File: config.mk
export PLATFORM = sky130hd
export DESIGN_NAME = day_number_to_gregorian_date
export DESIGN_NICKNAME = d
export VERILOG_FILES = /design/src/sv/dngd_pkg.sv /design/src/sv/day_number_to_gregorian_date.sv /design/src/sv/dngd_cycle_split.sv /design/src/sv/dngd_year_split.sv /design/src/sv/dngd_month_lookup.sv
export SDC_FILE = /design/constraint.sdc
export NUM_CORES = 2
export LEC_CHECK = 0
export ABC_AREA = 1
export BUFFER_PORTS_ARGS = -buffer_cell sky130_fd_sc_hd__buf_2
export CELL_PAD_IN_SITES_DETAIL_PLACEMENT = 1
export CELL_PAD_IN_SITES_GLOBAL_PLACEMENT = 1
export CORE_MARGIN = 2
export CORE_UTILIZATION = 55
export DETAILED_ROUTE_END_ITERATION = 7
export PLACE_DENSITY = 0.87
export SYNTH_ARGS = -nofsm -noshare
export SYNTH_HDL_FRONTEND = slang
export SYNTH_SLANG_ARGS = --single-unit
export TNS_END_PERCENT = 100
File: constraint.sdc
create_clock -name clk -period 12.3 [get_ports clk]
set_input_delay 1.845 -clock clk [delete_from_list [all_inputs] [get_ports clk]]
set_output_delay 1.845 -clock clk [all_outputs]
set_load 0.1 [all_outputs]
File: src/sv/dngd_pkg.sv
// Shared types and constants for the day-number to Gregorian date converter.
// Used by every module of the block; depends on nothing.

package dngd_pkg;

    // Calendar period lengths in days
    localparam logic [17:0] DAYS_400Y   = 18'd146097;
    localparam logic [17:0] DAYS_C1     = 18'd36525;
    localparam logic [17:0] DAYS_C1C2   = 18'd73049;
    localparam logic [17:0] DAYS_C1C3   = 18'd109573;
    localparam logic [15:0] DAYS_SHORT4 = 16'd1460;
    localparam logic [10:0] DAYS_4Y     = 11'd1461;
    localparam logic [10:0] DAYS_LEAP   = 11'd366;
    localparam logic [10:0] DAYS_YEAR   = 11'd365;
    localparam logic [10:0] DAYS_2YEAR  = 11'd730;
    localparam logic [10:0] DAYS_3YEAR  = 11'd1095;

    // Lowest supported day number, 146097 * -14699
    localparam logic signed [31:0] LOW_BOUND = -32'sd2147479803;
    // Bias that moves every supported day number to a non-negative value
    localparam logic [32:0] CYCLE_OFFSET = 33'd2147479803;
    // 400-year cycle count that the bias adds
    localparam logic signed [15:0] CYCLE_BIAS = 16'sd14699;

    // floor(2^32 / 146097): quotient estimate low by at most one
    localparam logic [14:0] RECIP_400Y = 15'd29398;
    // ceil(2^26 / 1461): exact quotient for values below 2^16
    localparam logic [15:0] RECIP_4Y   = 16'd45934;

    // Month starts: common year in entries 0..11, leap year in 12..23
    localparam logic [8:0] MONTH_START [24] = '{
        9'd0, 9'd31, 9'd59, 9'd90, 9'd120, 9'd151,
        9'd181, 9'd212, 9'd243, 9'd273, 9'd304, 9'd334,
        9'd0, 9'd31, 9'd60, 9'd91, 9'd121, 9'd152,
        9'd182, 9'd213, 9'd244, 9'd274, 9'd305, 9'd335
    };

    // Request after the 400-year split
    typedef struct packed {
        logic        valid;
        logic        err;
        logic [14:0] q;      // biased 400-year cycle count
        logic [17:0] n;      // day within the cycle
    } dngd_cyc_t;

    // Request after the year split
    typedef struct packed {
        logic        valid;
        logic        err;
        logic        leap;
        logic [8:0]  doy;    // day of year from 0
        logic [23:0] year;   // zero-based year, two's complement
    } dngd_date_t;

endpackage

File: src/sv/day_number_to_gregorian_date.sv
// Top level of the day-number to proleptic Gregorian date converter.
// Depends on dngd_pkg, dngd_cycle_split, dngd_year_split, dngd_month_lookup.
//
// A request is taken on every clock edge where start is high; busy is always
// low, so a new day number may be presented every cycle. Each result appears
// in request order, on status/year/month/day for one cycle while done is
// high; the receiver must take it then. The eight stages are: three for the
// 400-year split (reciprocal multiply, remainder, correction), four for
// centuries, four-year blocks and years, and one for the month table lookup
// and output register. Day numbers below -2147479803 return status 1 with
// year, month and day at zero.

module day_number_to_gregorian_date
    import dngd_pkg::*;
(
    input  logic               clk,
    input  logic               rst_n,
    input  logic               start,
    output logic               busy,
    input  logic signed [31:0] day_number,
    output logic               done,
    output logic               status,
    output logic signed [23:0] year,
    output logic [3:0]         month,
    output logic [4:0]         day
);

    dngd_cyc_t  cyc;
    dngd_date_t date;
    logic       accept;

    // Pipeline never stalls
    assign busy   = 1'b0;
    assign accept = start && !busy;

    dngd_cycle_split u_cycle_split (
        .clk        (clk),
        .rst_n      (rst_n),
        .in_valid   (accept),
        .day_number (day_number),
        .cyc        (cyc)
    );

    dngd_year_split u_year_split (
        .clk   (clk),
        .rst_n (rst_n),
        .cyc   (cyc),
        .date  (date)
    );

    dngd_month_lookup u_month_lookup (
        .clk    (clk),
        .rst_n  (rst_n),
        .date   (date),
        .done   (done),
        .status (status),
        .year   (year),
        .month  (month),
        .day    (day)
    );

endmodule

File: src/sv/dngd_cycle_split.sv
// Splits a day number into 400-year cycles and the day within the cycle.
// Three register stages; depends on dngd_pkg.

module dngd_cycle_split
    import dngd_pkg::*;
(
    input  logic               clk,
    input  logic               rst_n,
    input  logic               in_valid,
    input  logic signed [31:0] day_number,
    output dngd_cyc_t          cyc
);

    logic        s1_valid_reg, s2_valid_reg, s3_valid_reg;
    logic        s1_err_reg, s2_err_reg, s3_err_reg;
    logic [31:0] s1_u_reg;
    logic [14:0] s1_qest_reg, s2_qest_reg, s3_q_reg;
    logic [18:0] s2_r_reg;
    logic [17:0] s3_n_reg;

    logic [32:0] u_full;
    logic        err_next;
    logic [46:0] prod1;
    logic [32:0] prod2;
    logic [31:0] rem_full;
    logic        over;
    logic [18:0] r_less;
    logic [14:0] s3_q_next;
    logic [17:0] s3_n_next;

    // Stage 1: bias the day number and estimate the cycle count
    assign u_full   = {day_number[31], day_number} + CYCLE_OFFSET;
    assign err_next = day_number < LOW_BOUND;
    assign prod1    = 47'(u_full[31:0]) * 47'(RECIP_400Y);

    // Stage 2: remainder against the estimate, below twice the cycle length
    assign prod2    = 33'(s1_qest_reg) * 33'(DAYS_400Y);
    assign rem_full = s1_u_reg - prod2[31:0];

    // Stage 3: correct an estimate that came out one low
    assign over      = s2_r_reg >= 19'(DAYS_400Y);
    assign r_less    = s2_r_reg - 19'(DAYS_400Y);
    assign s3_q_next = over ? s2_qest_reg + 15'd1 : s2_qest_reg;
    assign s3_n_next = over ? r_less[17:0] : s2_r_reg[17:0];

    // Advance valid flags
    always_ff @(posedge clk or negedge rst_n)
    begin
        if (!rst_n)
        begin
            s1_valid_reg <= 1'b0;
            s2_valid_reg <= 1'b0;
            s3_valid_reg <= 1'b0;
        end
        else
        begin
            s1_valid_reg <= in_valid;
            s2_valid_reg <= s1_valid_reg;
            s3_valid_reg <= s2_valid_reg;
        end
    end

    // Advance payload
    always_ff @(posedge clk)
    begin
        s1_err_reg  <= err_next;
        s1_u_reg    <= u_full[31:0];
        s1_qest_reg <= prod1[46:32];
        s2_err_reg  <= s1_err_reg;
        s2_qest_reg <= s1_qest_reg;
        s2_r_reg    <= rem_full[18:0];
        s3_err_reg  <= s2_err_reg;
        s3_q_reg    <= s3_q_next;
        s3_n_reg    <= s3_n_next;
    end

    assign cyc.valid = s3_valid_reg;
    assign cyc.err   = s3_err_reg;
    assign cyc.q     = s3_q_reg;
    assign cyc.n     = s3_n_reg;

endmodule

File: src/sv/dngd_year_split.sv
// Splits the day within a 400-year cycle into centuries, four-year blocks
// and years. Four register stages; depends on dngd_pkg.

module dngd_year_split
    import dngd_pkg::*;
(
    input  logic       clk,
    input  logic       rst_n,
    input  dngd_cyc_t  cyc,
    output dngd_date_t date
);

    logic        s4_valid_reg, s5_valid_reg, s6_valid_reg, s7_valid_reg;
    logic        s4_err_reg, s5_err_reg, s6_err_reg, s7_err_reg;
    logic [23:0] s4_ybase_reg;
    logic [8:0]  s4_yoff_reg;
    logic        s4_std4_reg, s5_std4_reg;
    logic [15:0] s4_m4_reg, s5_m4_reg;
    logic [4:0]  s5_k4_reg;
    logic [23:0] s5_year_reg, s6_year_reg, s7_year_reg;
    logic        s6_leap_reg, s7_leap_reg;
    logic [10:0] s6_d_reg;
    logic [8:0]  s7_doy_reg;

    // Stage 4 signals
    logic signed [15:0] qs;
    logic signed [23:0] qs_ext;
    logic signed [23:0] ybase;
    logic [1:0]         cent;
    logic [17:0]        cent_base;
    logic [17:0]        nc_full;
    logic [15:0]        nc;
    logic               later;
    logic               short4;
    logic               std4;
    logic [15:0]        m4;
    logic [8:0]         yoff;

    // Stage 5 signals
    logic [31:0] prod4;

    // Stage 6 signals
    logic [15:0] kp;
    logic [15:0] r4_full;
    logic [10:0] r4;
    logic        leap;
    logic        plain_std;
    logic [10:0] d_next;
    logic [23:0] year6;

    // Stage 7 signals
    logic [1:0]  kk;
    logic [10:0] kk_base;
    logic [10:0] doy_full;
    logic [8:0]  doy_next;

    // Stage 4: cycle years and century split
    assign qs     = $signed({1'b0, cyc.q}) - CYCLE_BIAS;
    assign qs_ext = 24'(qs);
    assign ybase  = qs_ext * 24'sd400;

    always_comb
    begin
        priority if (cyc.n >= DAYS_C1C3)
        begin
            cent      = 2'd3;
            cent_base = DAYS_C1C3;
        end
        else if (cyc.n >= DAYS_C1C2)
        begin
            cent      = 2'd2;
            cent_base = DAYS_C1C2;
        end
        else if (cyc.n >= DAYS_C1)
        begin
            cent      = 2'd1;
            cent_base = DAYS_C1;
        end
        else
        begin
            cent      = 2'd0;
            cent_base = 18'd0;
        end
    end

    assign nc_full = cyc.n - cent_base;
    assign nc      = nc_full[15:0];
    assign later   = cent != 2'd0;
    assign short4  = later && (nc < DAYS_SHORT4);
    assign std4    = !short4;
    assign m4      = (later && std4) ? nc - DAYS_SHORT4 : nc;

    // Years from whole centuries plus the short block of a later century
    always_comb
    begin
        unique case (cent)
            2'd0:    yoff = 9'd0;
            2'd1:    yoff = 9'd100;
            2'd2:    yoff = 9'd200;
            2'd3:    yoff = 9'd300;
            default: yoff = 9'd0;
        endcase
        if (later && std4)
        begin
            yoff = yoff + 9'd4;
        end
    end

    // Stage 5: four-year block count by reciprocal
    assign prod4 = 32'(s4_m4_reg) * 32'(RECIP_4Y);

    // Stage 6: day within the block, leap year or first common year
    assign kp        = 16'(s5_k4_reg) * 16'(DAYS_4Y);
    assign r4_full   = s5_m4_reg - kp;
    assign r4        = r4_full[10:0];
    assign leap      = s5_std4_reg && (r4 < DAYS_LEAP);
    assign plain_std = s5_std4_reg && !leap;
    assign d_next    = plain_std ? r4 - DAYS_LEAP : r4;
    assign year6     = s5_year_reg + 24'({s5_k4_reg, 2'b00}) + 24'(plain_std);

    // Stage 7: split the remaining common years
    always_comb
    begin
        priority if (s6_leap_reg)
        begin
            kk      = 2'd0;
            kk_base = 11'd0;
        end
        else if (s6_d_reg >= DAYS_3YEAR)
        begin
            kk      = 2'd3;
            kk_base = DAYS_3YEAR;
        end
        else if (s6_d_reg >= DAYS_2YEAR)
        begin
            kk      = 2'd2;
            kk_base = DAYS_2YEAR;
        end
        else if (s6_d_reg >= DAYS_YEAR)
        begin
            kk      = 2'd1;
            kk_base = DAYS_YEAR;
        end
        else
        begin
            kk      = 2'd0;
            kk_base = 11'd0;
        end
    end

    assign doy_full = s6_d_reg - kk_base;
    assign doy_next = doy_full[8:0];

    // Advance valid flags
    always_ff @(posedge clk or negedge rst_n)
    begin
        if (!rst_n)
        begin
            s4_valid_reg <= 1'b0;
            s5_valid_reg <= 1'b0;
            s6_valid_reg <= 1'b0;
            s7_valid_reg <= 1'b0;
        end
        else
        begin
            s4_valid_reg <= cyc.valid;
            s5_valid_reg <= s4_valid_reg;
            s6_valid_reg <= s5_valid_reg;
            s7_valid_reg <= s6_valid_reg;
        end
    end

    // Advance payload
    always_ff @(posedge clk)
    begin
        s4_err_reg   <= cyc.err;
        s4_ybase_reg <= ybase;
        s4_yoff_reg  <= yoff;
        s4_std4_reg  <= std4;
        s4_m4_reg    <= m4;

        s5_err_reg   <= s4_err_reg;
        s5_std4_reg  <= s4_std4_reg;
        s5_m4_reg    <= s4_m4_reg;
        s5_k4_reg    <= prod4[30:26];
        s5_year_reg  <= s4_ybase_reg + 24'(s4_yoff_reg);

        s6_err_reg   <= s5_err_reg;
        s6_leap_reg  <= leap;
        s6_d_reg     <= d_next;
        s6_year_reg  <= year6;

        s7_err_reg   <= s6_err_reg;
        s7_leap_reg  <= s6_leap_reg;
        s7_doy_reg   <= doy_next;
        s7_year_reg  <= s6_year_reg + 24'(kk);
    end

    assign date.valid = s7_valid_reg;
    assign date.err   = s7_err_reg;
    assign date.leap  = s7_leap_reg;
    assign date.doy   = s7_doy_reg;
    assign date.year  = s7_year_reg;

endmodule

File: src/sv/dngd_month_lookup.sv
// Finds month and day from the day of year, skips year zero and registers
// the result. One register stage; depends on dngd_pkg.

module dngd_month_lookup
    import dngd_pkg::*;
(
    input  logic               clk,
    input  logic               rst_n,
    input  dngd_date_t         date,
    output logic               done,
    output logic               status,
    output logic signed [23:0] year,
    output logic [3:0]         month,
    output logic [4:0]         day
);

    logic              done_reg;
    logic              status_reg;
    logic [23:0]       year_reg;
    logic [3:0]        month_reg;
    logic [4:0]        day_reg;

    logic [4:0]        base_idx;
    logic [3:0]        m;
    logic [8:0]        mstart;
    logic [8:0]        dom;
    logic signed [23:0] yr;
    logic [23:0]       year_next;
    logic [3:0]        month_next;
    logic [4:0]        day_next;

    // Count month starts at or below the day of year
    assign base_idx = date.leap ? 5'd12 : 5'd0;

    always_comb
    begin
        m = 4'd0;
        for (int i = 1; i < 12; i++)
        begin
            if (date.doy >= MONTH_START[base_idx + 5'(i)])
            begin
                m = m + 4'd1;
            end
        end
    end

    assign mstart = MONTH_START[base_idx + 5'(m)];
    assign dom    = date.doy - mstart + 9'd1;

    // Drop year zero: zero-based years at or below zero move one lower
    assign yr = $signed(date.year);

    always_comb
    begin
        if (date.err)
        begin
            year_next  = 24'd0;
            month_next = 4'd0;
            day_next   = 5'd0;
        end
        else
        begin
            year_next  = (yr <= 24'sd0) ? date.year - 24'd1 : date.year;
            month_next = m + 4'd1;
            day_next   = dom[4:0];
        end
    end

    // Hold the strobe for one cycle per request
    always_ff @(posedge clk or negedge rst_n)
    begin
        if (!rst_n)
        begin
            done_reg <= 1'b0;
        end
        else
        begin
            done_reg <= date.valid;
        end
    end

    always_ff @(posedge clk)
    begin
        status_reg <= date.err;
        year_reg   <= year_next;
        month_reg  <= month_next;
        day_reg    <= day_next;
    end

    assign done   = done_reg;
    assign status = status_reg;
    assign year   = $signed(year_reg);
    assign month  = month_reg;
    assign day    = day_reg;

endmodule
==> metrics.cfg <==
[clocking]
cts_post_setup_buffers_inserted = 0
cts_made_buffers = 37
cts_hold_buffers = 0
htreeDepth = 2
clk_path_buf_depth = 3
clk_transition_reported_paths_ns = 0.06
post_cts_resize_count = 0
cts_root_buf = sky130_fd_sc_hd__clkbuf_16
tritoncts = built
clock_sinks = 302
worstSkewPairLatency_ns = 0.57

[timing]
totalNegativeSetupSlack_ns = 0
timing_worst_slew_pin_value_ns = 1.10
timing.clock.skew_ns = 0.0265
rsz0062_at_grt = false
min_period_over_period_pct = 80.2
clock.fmax_mhz = 101
total_count_of_hold_check_failures_in_the_final_report = 0
timing_max_transition_violations_final = 0
slew_headroom_pct = 26.1
layout_min_cycle_time_ns = 9.86
final_setup_fails = 0

[yosys]
syn-cell-area_mm2 = 0.0327
synth.top_cells.by_count = 865 x sky130_fd_sc_hd__inv_1, 543 x sky130_fd_sc_hd__ha_1, 439 x sky130_fd_sc_hd__nand2_1
synth.lib_cells_used.distinct = 77
synthDominantAreaCellType = sky130_fd_sc_hd__fa_1
ys_seq_area_share_pct = 18.6
synth_async_sr_flop_share_pct = 2.65
yosysTopAreaCellShare_pct = 23.6
synth_seq_cells = 302
synth_fp_nets = 4660
ys.flop_type = sky130_fd_sc_hd__dfxtp_1
synth.avg_cell_area_um2 = 8.84
library_cell_with_the_highest_instance_count_after_synthesis = sky130_fd_sc_hd__inv_1
synthCells = 3697
yosys-top-cells-area = sky130_fd_sc_hd__fa_1 24%, sky130_fd_sc_hd__ha_1 21%, sky130_fd_sc_hd__dfxtp_1 18%, sky130_fd_sc_hd__inv_1 9.9%, sky130_fd_sc_hd__nand2_1 5.0%
synth.yosys.warnings = 0
synth_edf_count = 0

[drt]
postRouteAntennaNets = 0
detail_route.first_pass.iterations = 5
drt_first_iter_violations = 877
routed-via-count = 25500
routed_wire_length_per_instance_um = 20.5
number_of_remaining_drc_errors = 0
detail_route.vias_per_cell = 5.54
routed_wirelength_mm = 94.5

[critical_path]
cp.arrival_ns = 10.34
timing.critical_path.mode_cell = sky130_fd_sc_hd__fa_1
critical_path.startpoint_type = primary input
crit_path_end_kind = register
slowest_delay_ns = 0.89
timing.critical_path.fanout_max = 8
critical-path-top-delay-family = adder cells
worstPathBufferInverterCount = 6
critical_path_depth = 32
timing_worst_setup_path_type = in2reg
timing.reg2reg.worst_path_depth = 54
critical_path_required_ns = 12.78
crit_slowest_cell = sky130_fd_sc_hd__xor2_1

[placement]
detailedPlacementHpwl_mm = 72.5
globalplace.congestion = 0.887
numPortBuffers = 69

[floorplan]
number_of_rows_in_the_core_area = 89
die_area_mm2 = 0.0614
fp.dieW_um = 248
fp.dieH_um = 248
floorplan.core_area_mm2 = 0.0589
design.portCount = 71
floorplan.initialDensity_pct = 55.5

[global_route]
grt_usage_pct = 31.6
antenna_found_initial = 0
pin_count_of_the_biggest_net_entering_global_routing = 24
first_pass_grt_wire_length_mm = 153
grt.overflow.total = 0
number_of_global_route_vias_before_repair = 30400

[cells_and_area]
layout-drive-gt1-share_pct = 6.42
insertedDiodeCount = 0
finalNetCount = 4768
synthToLayoutAreaGrowth_pct = 7.78

[min_path]
timing.hold.worst_path_depth = 0
hold_path_class = reg2reg

[status]
outcome = completed

[flow_run]
maximum_capacitance_violations = 0

area by class of cell:
cell class | count | area, µm²
Clock buffer | 49 | 1070
Clock inverter | 16 | 144
Fill cell | 6895 | 23700
Inverter | 883 | 3320
Multi-Input combinational cell | 2503 | 23200
Sequential cell | 302 | 6090
Tap cell | 773 | 967
Timing Repair Buffer | 78 | 413
layout by cell type (no fill, tap or decap), types with 38 or more instances in the layout:
cell	n
sky130_fd_sc_hd__inv_1	865
sky130_fd_sc_hd__ha_1	543
sky130_fd_sc_hd__nand2_1	439
sky130_fd_sc_hd__fa_1	385
sky130_fd_sc_hd__dfxtp_1	294
sky130_fd_sc_hd__nor2_1	217
sky130_fd_sc_hd__a21oi_1	175
sky130_fd_sc_hd__xor2_1	175
sky130_fd_sc_hd__nand3_1	121
sky130_fd_sc_hd__o21ai_0	91
sky130_fd_sc_hd__xnor2_1	85
sky130_fd_sc_hd__buf_2	69
sky130_fd_sc_hd__clkbuf_16	38
logic make-up after synthesis:
family          Yosys count  share of synthesized area, %
compound gates          370                          6.65
xor+xnor                261                          7.01
fa+ha+maj               928                          44.4
buf+inv                 892                          10.3
flops                   302                          18.6
other cells               1                        0.0115
simple gates            943                          13.1
worst paths after layout:
| path | slack [ns] | end | startpoint |
|---|---|---|---|
| setup / recovery | 2.44 | u_cycle_split.s1_qest_reg[14] | day_number[0] |
| hold reg to reg | 0.33 | u_cycle_split.s2_err_reg | u_cycle_split.s1_err_reg |
| setup reg to reg | 2.66 | u_month_lookup.day[4] | u_year_split.s7_leap_reg |
| hold / removal | 0.33 | u_cycle_split.s2_err_reg | u_cycle_split.s1_err_reg |
| min in group asynchronous | 1.11 | u_year_split.s5_valid_reg | rst_n |
| max in group asynchronous | 11.01 | u_month_lookup.done | rst_n |
layer usage:
layer  track usage (%)  part of all wire [%]
met4              16.9                   5.5
met2              63.3                    56
met5                 0                     0
met1              31.1                    36
met3              3.78                   2.8
metrics by stage:
| step | hold WS (ns) | worst slack, ns | instances | instance area (µm²) | util (%) |
|---|---|---|---|---|---|
| final | 0.329 | 2.44 | 4604 | 35200 | 59.8 |
| after global routing | 0.331 | 1.78 | 4604 | 35200 | 59.8 |
| after CTS | 0.330 | 2.41 | 4604 | 35200 | 59.8 |
| after detailed placement | 0.315 | 2.07 | 4539 | 34000 | 57.8 |
| after global placement | 0.310 | 2.48 | 4539 | 34000 | 57.8 |
| after floorplan | 0.310 | 3.53 | 3697 | 32700 | - |
Power is left out: the tool's default activity adds up to more than one toggle a clock period on the data nets, which glitch-free logic cannot reach.
